==> src/sv/sat_pkg.sv <==
// Shared types, codes, transition tables and helper functions for the shell argument tokenizer.
package sat_pkg;

    // Input transaction payload
    typedef struct packed {
        logic [7:0] ch;
        logic       restart;
    } tok_in_t;

    // Result transaction payload
    typedef struct packed {
        logic [3:0] action;
        logic [7:0] out_char;
        logic [5:0] next_state;
        logic [2:0] error_code;
        logic       var_dropped;
        logic       ignored;
    } tok_res_t;

    // Action codes
    typedef enum logic [3:0] {
        ACT_STORE_ARG    = 4'd0,
        ACT_FLUSH_ARG    = 4'd1,
        ACT_STORE_VAR    = 4'd2,
        ACT_LOOKUP       = 4'd3,
        ACT_LOOKUP_FLUSH = 4'd4,
        ACT_SKIP         = 4'd5,
        ACT_ESCAPE       = 4'd6,
        ACT_LOOKUP_STORE = 4'd7,
        ACT_ERROR        = 4'd8
    } action_t;

    // Byte classes
    typedef enum logic [3:0] {
        CLS_END    = 4'd0,
        CLS_DQUOTE = 4'd1,
        CLS_APOS   = 4'd2,
        CLS_LBRACE = 4'd3,
        CLS_RBRACE = 4'd4,
        CLS_DOLLAR = 4'd5,
        CLS_BSLASH = 4'd6,
        CLS_NAME   = 4'd7,
        CLS_SPACE  = 4'd8,
        CLS_OTHER  = 4'd9
    } char_class_t;

    // Configuration register indexes
    typedef enum logic {
        CFG_MODE        = 1'b0,
        CFG_START_STATE = 1'b1
    } cfg_index_t;

    localparam int NUM_MODES   = 2;
    localparam int NUM_ROWS    = 15;
    localparam int NUM_CLASSES = 10;

    localparam logic [3:0] MAX_START_STATE = 4'd14;
    localparam logic [5:0] STATE_RUN_LIMIT = 6'd15;
    localparam logic [5:0] STATE_FINAL     = 6'd32;
    localparam logic [5:0] STATE_ERR_FIRST = 6'd33;
    localparam logic [5:0] STATE_ERR_LAST  = 6'd37;

    // Action table: [mode][state][class]
    localparam logic [3:0] ACT_TAB [NUM_MODES][NUM_ROWS][NUM_CLASSES] = '{
        '{
            '{4'd5, 4'd5, 4'd5, 4'd0, 4'd0, 4'd5, 4'd5, 4'd0, 4'd5, 4'd0},
            '{4'd1, 4'd5, 4'd5, 4'd0, 4'd0, 4'd5, 4'd5, 4'd0, 4'd1, 4'd0},
            '{4'd8, 4'd0, 4'd5, 4'd0, 4'd0, 4'd0, 4'd5, 4'd0, 4'd0, 4'd0},
            '{4'd8, 4'd0, 4'd0, 4'd0, 4'd0, 4'd0, 4'd0, 4'd0, 4'd0, 4'd0},
            '{4'd8, 4'd5, 4'd4, 4'd0, 4'd0, 4'd5, 4'd5, 4'd0, 4'd0, 4'd0},
            '{4'd8, 4'd0, 4'd5, 4'd0, 4'd0, 4'd0, 4'd5, 4'd0, 4'd0, 4'd0},
            '{4'd8, 4'd0, 4'd0, 4'd0, 4'd0, 4'd0, 4'd0, 4'd0, 4'd0, 4'd0},
            '{4'd8, 4'd0, 4'd0, 4'd0, 4'd0, 4'd0, 4'd0, 4'd6, 4'd0, 4'd0},
            '{4'd8, 4'd8, 4'd8, 4'd5, 4'd8, 4'd8, 4'd8, 4'd2, 4'd8, 4'd8},
            '{4'd8, 4'd8, 4'd8, 4'd8, 4'd3, 4'd8, 4'd2, 4'd2, 4'd2, 4'd2},
            '{4'd8, 4'd3, 4'd3, 4'd3, 4'd3, 4'd3, 4'd3, 4'd2, 4'd3, 4'd2},
            '{4'd8, 4'd8, 4'd8, 4'd5, 4'd8, 4'd8, 4'd8, 4'd2, 4'd8, 4'd8},
            '{4'd8, 4'd8, 4'd8, 4'd8, 4'd3, 4'd8, 4'd2, 4'd2, 4'd2, 4'd2},
            '{4'd4, 4'd3, 4'd3, 4'd3, 4'd3, 4'd8, 4'd2, 4'd2, 4'd3, 4'd7},
            '{4'd8, 4'd0, 4'd0, 4'd0, 4'd0, 4'd0, 4'd0, 4'd0, 4'd0, 4'd0}
        },
        '{
            '{4'd1, 4'd0, 4'd0, 4'd0, 4'd0, 4'd5, 4'd5, 4'd0, 4'd0, 4'd0},
            '{4'd8, 4'd0, 4'd0, 4'd0, 4'd0, 4'd0, 4'd0, 4'd0, 4'd0, 4'd0},
            '{4'd8, 4'd0, 4'd0, 4'd0, 4'd0, 4'd0, 4'd0, 4'd0, 4'd0, 4'd0},
            '{4'd8, 4'd0, 4'd0, 4'd0, 4'd0, 4'd0, 4'd0, 4'd0, 4'd0, 4'd0},
            '{4'd8, 4'd0, 4'd0, 4'd0, 4'd0, 4'd5, 4'd0, 4'd0, 4'd0, 4'd0},
            '{4'd8, 4'd0, 4'd0, 4'd0, 4'd0, 4'd0, 4'd0, 4'd0, 4'd0, 4'd0},
            '{4'd8, 4'd0, 4'd0, 4'd0, 4'd0, 4'd0, 4'd0, 4'd0, 4'd0, 4'd0},
            '{4'd8, 4'd0, 4'd0, 4'd0, 4'd0, 4'd0, 4'd0, 4'd0, 4'd0, 4'd0},
            '{4'd8, 4'd8, 4'd8, 4'd5, 4'd8, 4'd8, 4'd8, 4'd2, 4'd8, 4'd8},
            '{4'd8, 4'd8, 4'd8, 4'd8, 4'd3, 4'd8, 4'd2, 4'd2, 4'd2, 4'd2},
            '{4'd8, 4'd7, 4'd7, 4'd7, 4'd7, 4'd3, 4'd7, 4'd2, 4'd7, 4'd2},
            '{4'd8, 4'd8, 4'd8, 4'd5, 4'd8, 4'd8, 4'd8, 4'd2, 4'd8, 4'd8},
            '{4'd8, 4'd8, 4'd8, 4'd8, 4'd3, 4'd8, 4'd2, 4'd2, 4'd2, 4'd2},
            '{4'd4, 4'd7, 4'd7, 4'd7, 4'd7, 4'd8, 4'd2, 4'd2, 4'd7, 4'd7},
            '{4'd8, 4'd8, 4'd8, 4'd8, 4'd8, 4'd8, 4'd8, 4'd8, 4'd8, 4'd8}
        }
    };

    // Next-state table: [mode][state][class]
    localparam logic [5:0] NEXT_TAB [NUM_MODES][NUM_ROWS][NUM_CLASSES] = '{
        '{
            '{6'd32, 6'd4,  6'd2,  6'd1,  6'd1,  6'd11, 6'd14, 6'd1,  6'd0,  6'd1 },
            '{6'd32, 6'd4,  6'd2,  6'd1,  6'd1,  6'd11, 6'd14, 6'd1,  6'd0,  6'd1 },
            '{6'd33, 6'd2,  6'd1,  6'd2,  6'd2,  6'd2,  6'd3,  6'd2,  6'd2,  6'd2 },
            '{6'd33, 6'd2,  6'd2,  6'd2,  6'd2,  6'd2,  6'd2,  6'd2,  6'd2,  6'd2 },
            '{6'd34, 6'd1,  6'd0,  6'd4,  6'd4,  6'd8,  6'd7,  6'd4,  6'd4,  6'd4 },
            '{6'd33, 6'd5,  6'd4,  6'd5,  6'd5,  6'd5,  6'd6,  6'd5,  6'd5,  6'd5 },
            '{6'd33, 6'd5,  6'd5,  6'd5,  6'd5,  6'd5,  6'd5,  6'd5,  6'd5,  6'd5 },
            '{6'd34, 6'd4,  6'd4,  6'd4,  6'd4,  6'd4,  6'd4,  6'd4,  6'd4,  6'd5 },
            '{6'd34, 6'd34, 6'd34, 6'd9,  6'd34, 6'd34, 6'd34, 6'd10, 6'd34, 6'd34},
            '{6'd36, 6'd36, 6'd36, 6'd36, 6'd4,  6'd36, 6'd9,  6'd9,  6'd9,  6'd9 },
            '{6'd34, 6'd1,  6'd4,  6'd4,  6'd4,  6'd8,  6'd4,  6'd10, 6'd4,  6'd10},
            '{6'd35, 6'd35, 6'd35, 6'd12, 6'd35, 6'd35, 6'd35, 6'd13, 6'd35, 6'd35},
            '{6'd36, 6'd36, 6'd36, 6'd36, 6'd1,  6'd35, 6'd12, 6'd12, 6'd12, 6'd12},
            '{6'd32, 6'd4,  6'd2,  6'd1,  6'd1,  6'd35, 6'd13, 6'd13, 6'd1,  6'd1 },
            '{6'd37, 6'd1,  6'd1,  6'd1,  6'd1,  6'd1,  6'd1,  6'd1,  6'd1,  6'd1 }
        },
        '{
            '{6'd32, 6'd4,  6'd2,  6'd0,  6'd0,  6'd11, 6'd1,  6'd0,  6'd0,  6'd0 },
            '{6'd37, 6'd0,  6'd0,  6'd0,  6'd0,  6'd0,  6'd0,  6'd0,  6'd0,  6'd0 },
            '{6'd33, 6'd2,  6'd0,  6'd2,  6'd2,  6'd2,  6'd3,  6'd2,  6'd2,  6'd2 },
            '{6'd33, 6'd2,  6'd2,  6'd2,  6'd2,  6'd2,  6'd2,  6'd2,  6'd2,  6'd2 },
            '{6'd34, 6'd0,  6'd4,  6'd4,  6'd4,  6'd8,  6'd7,  6'd4,  6'd4,  6'd4 },
            '{6'd33, 6'd5,  6'd4,  6'd5,  6'd5,  6'd5,  6'd6,  6'd5,  6'd5,  6'd5 },
            '{6'd33, 6'd5,  6'd5,  6'd5,  6'd5,  6'd5,  6'd5,  6'd5,  6'd5,  6'd5 },
            '{6'd34, 6'd4,  6'd4,  6'd4,  6'd4,  6'd4,  6'd4,  6'd4,  6'd4,  6'd4 },
            '{6'd34, 6'd34, 6'd34, 6'd9,  6'd35, 6'd35, 6'd35, 6'd10, 6'd35, 6'd35},
            '{6'd36, 6'd36, 6'd36, 6'd36, 6'd4,  6'd35, 6'd9,  6'd9,  6'd9,  6'd9 },
            '{6'd34, 6'd0,  6'd4,  6'd4,  6'd4,  6'd8,  6'd4,  6'd10, 6'd4,  6'd10},
            '{6'd35, 6'd35, 6'd35, 6'd12, 6'd35, 6'd35, 6'd35, 6'd13, 6'd35, 6'd35},
            '{6'd36, 6'd36, 6'd36, 6'd36, 6'd0,  6'd35, 6'd12, 6'd12, 6'd12, 6'd12},
            '{6'd32, 6'd4,  6'd2,  6'd0,  6'd0,  6'd35, 6'd13, 6'd13, 6'd0,  6'd0 },
            '{6'd32, 6'd32, 6'd32, 6'd32, 6'd32, 6'd32, 6'd32, 6'd32, 6'd32, 6'd32}
        }
    };

    // Sort a byte into its class
    function automatic char_class_t classify(input logic [7:0] c);
        char_class_t cls;
        if (c == 8'h00)
            cls = CLS_END;
        else if (c == "\"")
            cls = CLS_DQUOTE;
        else if (c == 8'h27)
            cls = CLS_APOS;
        else if (c == "{")
            cls = CLS_LBRACE;
        else if (c == "}")
            cls = CLS_RBRACE;
        else if (c == "$")
            cls = CLS_DOLLAR;
        else if (c == "\\")
            cls = CLS_BSLASH;
        else if ((c >= "0" && c <= "9") || (c >= "a" && c <= "z") ||
                 (c >= "A" && c <= "Z") || c == "_")
            cls = CLS_NAME;
        else if (c == " " || (c >= 8'd9 && c <= 8'd13))
            cls = CLS_SPACE;
        else
            cls = CLS_OTHER;
        return cls;
    endfunction

    // Translate the letter after a backslash into its control code
    function automatic logic [7:0] escape_byte(input logic [7:0] c);
        logic [7:0] r;
        unique case (c)
            "a":     r = 8'd7;
            "b":     r = 8'd8;
            "n":     r = 8'd10;
            "r":     r = 8'd13;
            "t":     r = 8'd9;
            "v":     r = 8'd11;
            default: r = c;
        endcase
        return r;
    endfunction

    // Error code carried by an error state, zero otherwise
    function automatic logic [2:0] err_of(input logic [5:0] s);
        logic [5:0] d;
        d = s - STATE_FINAL;
        return (s >= STATE_ERR_FIRST && s <= STATE_ERR_LAST) ? d[2:0] : 3'd0;
    endfunction

endpackage

==> src/sv/sat_step.sv <==
// Per-byte transition logic: restart rule, table lookup, escape and name-length update.
module sat_step
    import sat_pkg::*;
#(
    parameter int VAR_LIMIT = 128
)
(
    input  tok_in_t    item,
    input  logic [5:0] state,
    input  logic [7:0] var_len,
    input  logic       mode,
    input  logic [3:0] start_state,
    output tok_res_t   result,
    output logic [5:0] state_next,
    output logic [7:0] var_len_next
);

    localparam logic [7:0] LIMIT = 8'(VAR_LIMIT);

    logic [5:0]  st;
    logic [3:0]  row;
    char_class_t cls;
    action_t     act;
    logic [5:0]  nxt;

    // Restart loads the start state unless an error state holds
    always_comb
    begin
        st = state;
        if (item.restart && state <= STATE_FINAL)
        begin
            st = (start_state > MAX_START_STATE) ? {2'b00, MAX_START_STATE}
                                                 : {2'b00, start_state};
        end
    end

    // Table lookup
    assign row = st[3:0];
    assign cls = classify(item.ch);
    assign act = action_t'(ACT_TAB[mode][row][cls]);
    assign nxt = NEXT_TAB[mode][row][cls];

    // Result and state update
    always_comb
    begin
        result       = '0;
        state_next   = st;
        var_len_next = var_len;
        if (st >= STATE_RUN_LIMIT)
        begin
            // halted: byte skipped, state held
            result.action     = ACT_SKIP;
            result.next_state = st;
            result.error_code = err_of(st);
            result.ignored    = 1'b1;
        end
        else
        begin
            result.action     = act;
            result.next_state = nxt;
            result.error_code = err_of(nxt);
            state_next        = nxt;
            unique case (act)
                ACT_STORE_ARG:
                    result.out_char = item.ch;
                ACT_STORE_VAR:
                begin
                    result.out_char = item.ch;
                    if (var_len >= LIMIT)
                        result.var_dropped = 1'b1;
                    else
                        var_len_next = var_len + 8'd1;
                end
                ACT_LOOKUP, ACT_LOOKUP_FLUSH:
                    var_len_next = '0;
                ACT_ESCAPE:
                    result.out_char = escape_byte(item.ch);
                ACT_LOOKUP_STORE:
                begin
                    result.out_char = item.ch;
                    var_len_next    = '0;
                end
                default:
                    result.out_char = '0;
            endcase
        end
    end

endmodule

==> src/sv/shell_argument_tokenizer.sv <==
// Path: input register, then result register; the result register loads when the byte fires.
// Throughput: one byte per cycle unless results stall; tok_ready follows res_ready combinationally,
// so a stalled result blocks input in the same cycle once the input register is full.
// The parser state feeds back through one table lookup per cycle, so every byte
// sees the state left by the byte before it with no stall.
// Reset clears mode, start_state, parser state, name length and both valid flags.
module shell_argument_tokenizer
    import sat_pkg::*;
#(
    parameter int VAR_LIMIT = 128
)
(
    input  logic       clk,
    input  logic       rst_n,
    input  logic       tok_valid,
    output logic       tok_ready,
    input  tok_in_t    tok_data,
    output logic       res_valid,
    input  logic       res_ready,
    output tok_res_t   res_data,
    input  logic       cfg_valid,
    output logic       cfg_ready,
    input  logic       cfg_index,
    input  logic [3:0] cfg_data
);

    logic       mode_reg;
    logic [3:0] start_state_reg;
    logic [5:0] state_reg;
    logic [7:0] var_len_reg;
    logic       inq_valid_reg;
    tok_in_t    inq_reg;
    logic       res_valid_reg;
    tok_res_t   res_reg;

    tok_res_t   result_next;
    logic [5:0] state_next;
    logic [7:0] var_len_next;
    logic       fire;

    // Handshakes
    assign fire      = inq_valid_reg && (!res_valid_reg || res_ready);
    assign tok_ready = !inq_valid_reg || fire;
    assign cfg_ready = 1'b1;
    assign res_valid = res_valid_reg;
    assign res_data  = res_reg;

    // Configuration registers
    always_ff @(posedge clk or negedge rst_n)
    begin
        if (!rst_n)
        begin
            mode_reg        <= 1'b0;
            start_state_reg <= '0;
        end
        else if (cfg_valid && cfg_ready)
        begin
            unique case (cfg_index_t'(cfg_index))
                CFG_MODE:        mode_reg        <= cfg_data[0];
                CFG_START_STATE: start_state_reg <= cfg_data;
                default:         mode_reg        <= mode_reg;
            endcase
        end
    end

    // Input register
    always_ff @(posedge clk or negedge rst_n)
    begin
        if (!rst_n)
            inq_valid_reg <= 1'b0;
        else if (tok_ready)
            inq_valid_reg <= tok_valid;
    end

    always_ff @(posedge clk)
    begin
        if (tok_valid && tok_ready)
            inq_reg <= tok_data;
    end

    // Transition logic
    sat_step #(
        .VAR_LIMIT (VAR_LIMIT)
    ) u_step (
        .item         (inq_reg),
        .state        (state_reg),
        .var_len      (var_len_reg),
        .mode         (mode_reg),
        .start_state  (start_state_reg),
        .result       (result_next),
        .state_next   (state_next),
        .var_len_next (var_len_next)
    );

    // Parser state and result valid
    always_ff @(posedge clk or negedge rst_n)
    begin
        if (!rst_n)
        begin
            state_reg     <= '0;
            var_len_reg   <= '0;
            res_valid_reg <= 1'b0;
        end
        else
        begin
            if (fire)
            begin
                state_reg     <= state_next;
                var_len_reg   <= var_len_next;
                res_valid_reg <= 1'b1;
            end
            else if (res_ready)
            begin
                res_valid_reg <= 1'b0;
            end
        end
    end

    // Result register
    always_ff @(posedge clk)
    begin
        if (fire)
            res_reg <= result_next;
    end

    // The stored state always matches the state reported with the latest result
    assert property (@(posedge clk) disable iff (!rst_n)
        fire |=> state_reg == res_reg.next_state)
        else $error("parser state differs from reported next_state");

    // Error code is set exactly for error states
    assert property (@(posedge clk) disable iff (!rst_n)
        res_valid_reg |-> ((res_reg.error_code != 3'd0) ==
            (res_reg.next_state >= STATE_ERR_FIRST && res_reg.next_state <= STATE_ERR_LAST)))
        else $error("error_code inconsistent with next_state");

    // Name length never passes the limit
    assert property (@(posedge clk) disable iff (!rst_n)
        var_len_reg <= 8'(VAR_LIMIT))
        else $error("variable name length above limit");

    // A skipped byte on a halted machine touches nothing else
    assert property (@(posedge clk) disable iff (!rst_n)
        (res_valid_reg && res_reg.ignored) |->
            (res_reg.action == ACT_SKIP && !res_reg.var_dropped && res_reg.out_char == 8'd0))
        else $error("ignored byte produced side effects");

    // An error state holds across further bytes
    assert property (@(posedge clk) disable iff (!rst_n)
        (fire && state_reg >= STATE_ERR_FIRST) |=> state_reg == $past(state_reg))
        else $error("error state left without reset");

endmodule

==> config.mk <==
export PLATFORM = sky130hd
export DESIGN_NAME = shell_argument_tokenizer
export DESIGN_NICKNAME = d
export VERILOG_FILES = /design/src/sv/sat_pkg.sv /design/src/sv/sat_step.sv /design/src/sv/shell_argument_tokenizer.sv
export SDC_FILE = /design/constraint.sdc
export NUM_CORES = 1
export LEC_CHECK = 0
export BUFFER_PORTS_ARGS = -buffer_cell sky130_fd_sc_hd__buf_2
export CAP_MARGIN = 20
export CORE_MARGIN = 2
export CORE_UTILIZATION = 39
export CTS_CLUSTER_SIZE = 10
export DETAILED_ROUTE_END_ITERATION = 10
export SYNTH_ARGS = -nofsm -noshare
export SYNTH_HDL_FRONTEND = slang
export SYNTH_SLANG_ARGS = --single-unit
==> constraint.sdc <==
create_clock -name clk -period 5.85 [get_ports clk]
set_input_delay 0.8775 -clock clk [delete_from_list [all_inputs] [get_ports clk]]
set_output_delay 0.8775 -clock clk [all_outputs]
set_load 0.01 [all_outputs]
==> results.json <==
{
  "largest_reg_flops": 23,
  "vdd_drop_max_mv": 0.266,
  "io_pins": 45,
  "gp_congestion": 0.985,
  "coreArea_sq_um": 11400,
  "start_util_pct": 39.9,
  "grt_pass1_wl_um": 22800,
  "period_needed_ns": 4.73,
  "rsz0062_at_grt": "no",
  "crit_buf_inv": 1,
  "p_sw_mw": 1.24,
  "finalCritPeriodShare_pct": 80.9,
  "worstPathRequired_ns": 5.98,
  "clock_latency_ns": 0.30,
  "ys_ff_latch": 53,
  "whs_path_depth": 1,
  "tns_ns": 0,
  "cts_sinks": 53,
  "p_leak_nw": 1.87,
  "drv_slew": 0,
  "placed_cell_area_sq_um": 4830,
  "critical_path.max_fanout": 18,
  "criticalPathCategory": "flop to flop",
  "holdCritStartpoint": "inq_valid_reg$_DFFE_PN0N_",
  "drv_cap": 0,
  "post_drt_wl_per_cell_um": 19.4,
  "drive_above_1_share_pct": 15.9,
  "first_pass_iters": 5,
  "syn_nets": 587,
  "maxSlewHeadroom_pct": 24.3,
  "place_ws_ns": 1.33,
  "cts_setup_buffers": 0,
  "postLayoutCellArea_sq_um": 5000,
  "grt_pass1_vias": 4233,
  "clockBufferDepth": 2,
  "regToRegSetupSlack_ns": 1.12,
  "r2r_start": "state_reg[3]$_DFFE_PN0P_",
  "wl_um": 14000,
  "antenna_found_initial": 0,
  "crit_family": "simple AND/OR/NAND/NOR gates",
  "pwr-share-clk_pct": 12.7,
  "ys_types": 78,
  "seq_power_share_pct": 24.3,
  "worstPathArrival_ns": 4.86,
  "p_per_area_nw_per_um2": 486,
  "dp_cells": 714,
  "holdBufCountCts": 0,
  "area.growth.synth_to_final_pct": 10.4,
  "final_common_cell": "nand2_1",
  "die_h_um": 112,
  "synth_top_area_share_pct": 21.2,
  "fmax_mhz": 211,
  "cpPeakStageDelay_ns": 0.74,
  "track_usage_pct": 22.5,
  "holdWs_ns": 0.498,
  "syn_inst": 559,
  "power_mw": 2.43,
  "r2r_cells": 13,
  "avgSynthCellArea_sq_um": 8.11,
  "synth_area_leaders": "edfxtp_1 21%, dfrtp_1 12%, nand2_1 4.8%, o21ai_0 4.1%, a21oi_1 4.0%",
  "yosysWarnings": 0,
  "hold_viol": 0,
  "cts_resized": 0,
  "n_antenna_cell": 0,
  "crit_path_top_delay_cell": "a211oi_1",
  "numCtsBuffers": 5,
  "cts-root-buf": "clkbuf_16",
  "tightest_slew_ns": 1.13,
  "synth-main-ff-cell": "edfxtp_1",
  "synth-edff-count": 32,
  "die_x_um": 112,
  "std_cell_rows": 39,
  "seq_area_frac_synth_pct": 32.8,
  "drtIter0Drc": 474,
  "finalClockSkew_ns": 0.00897,
  "io_buffers": 43,
  "holdCritPathClass": "flop to flop",
  "drc": 0,
  "p_int_mw": 1.19,
  "end_kind": "flop",
  "crit_chain": "nor4_1 -> or3b_2 -> nand2_2 -> inv_1 -> ha_1 -> and2_1 -> o21a_1 -> a21oi_1 -> a211oi_1 -> nand3_1 -> nor3b_2 -> a31oi_1 -> a211oi_1",
  "r2r_end": "res_data[12]$_SDFFCE_PP0P_",
  "critPathLaunchType": "flop",
  "tritoncts": "built",
  "hold_end": "res_valid$_DFFE_PN0P_",
  "status": "complete, no violations",
  "grt_max_degree": 32,
  "routed_via_density": 6.36,
  "die-area_sq_um": 12500,
  "timing.final.ws_setup_ns": 1.12,
  "path_common_cell": "a211oi_1",
  "place_hpwl_um": 9940,
  "post-synth-top-area-cell": "edfxtp_1",
  "fin_util_pct": 44.0,
  "nets": 607,
  "netlist_area_sq_um": 4530,
  "num_vias": 4597,
  "setup_viol": 0,
  "async_flop_share_pct": 39.6,
  "drtAntennaViolNets": 0,
  "grt_overflow_total": 0,
  "path_clk_slew_ns": 0.08,
  "layout.cells.non_filler": 723,
  "htree_levels": 2,
  "combPwrFrac_pct": 63.0,
  "p_sw_share_pct": 50.9,
  "layout_common_cells": "58 x nand2_1, 44 x nor2_1, 43 x buf_2"
}
## power by group through the flow
stage | logic [mW] | registers [mW] | clock network [mW]
5_1_grt | 1.67 | 0.605 | 0.332
2_1_floorplan | 1.07 | 0.587 | 0
6_report | 1.53 | 0.592 | 0.308
4_1_cts | 1.48 | 0.591 | 0.314
3_5_place_dp | 1.47 | 0.597 | 0
3_3_place_gp | 1.48 | 0.594 | 0
## synthesized netlist by cell type (all sizes together) (7+ instances only)
master  instances
o21a            7
ha              9
a31oi           9
inv            17
o211ai          9
and2           11
nor2           45
o22ai           9
buf            23
clkbuf         19
nand3          23
mux2i           8
nand2          59
o21ai          41
edfxtp         32
a211oi         13
or3             7
nand2b         11
dfrtp          21
nor3           27
a21oi          36
nor4           13
## how the worst max path moves through the flow
stage	slack, ns	to	cells after the start	start
CTS	1.29	var_len_reg[2]$_DFFE_PN0P_	14	state_reg[3]$_DFFE_PN0P_
global placement	1.39	var_len_reg[6]$_DFFE_PN0P_	10	inq_reg[3]$_DFFE_PP_
finish	1.12	res_data[12]$_SDFFCE_PP0P_	13	state_reg[3]$_DFFE_PN0P_
global route	0.70	res_data[12]$_SDFFCE_PP0P_	13	state_reg[3]$_DFFE_PN0P_
floorplan	1.58	var_len_reg[6]$_DFFE_PN0P_	16	state_reg[1]$_DFFE_PN0P_
detailed placement	1.33	var_len_reg[4]$_DFFE_PN0P_	14	state_reg[3]$_DFFE_PN0P_
## metal layers
| layer | vias up | global-route usage [%] | wire (um) |
|---|---|---|---|
| met3 | 30 | 2.83 | 1280 |
| met1 | 2143 | 32.0 | 6060 |
| met4 | 0 | 7.08 | 363 |
| li1 | 2172 | - | - |
| met2 | 252 | 35.8 | 6340 |
| met5 | - | 0 | 0 |
## kinds of logic after synthesis
logic type / Yosys count / share of synthesized area, %
adder cells (fa/ha/maj): 9 / 2.48
buffers and inverters: 60 / 5.55
AND/OR/NAND/NOR: 239 / 27.7
other: 1 / 0.0827
flip-flops: 53 / 32.8
AO/OA/AOI/OAI: 179 / 27.4
XOR/XNOR: 4 / 0.773
multiplexers: 14 / 3.26
## worst register-to-register path: cells and delay by family (launching register included)
family	cells	cell delay (ns)
DFF	1	0.46
AOI/OAI and AO/OA	5	1.42
buffers and inverters	1	0.52
adders and majority gates	1	0.39
and+or+nand+nor	6	1.76
## cell type report
| class | count | area [sq um] |
|---|---|---|
| Tap cell | 143 | 179 |
| Sequential cell | 53 | 1490 |
| Multi-Input combinational cell | 446 | 2800 |
| Inverter | 18 | 70.1 |
| Fill cell | 1139 | 6370 |
| Timing Repair Buffer | 55 | 325 |
| Clock inverter | 3 | 21.3 |
| Clock buffer | 5 | 125 |
(Power assumes the default switching activity.)
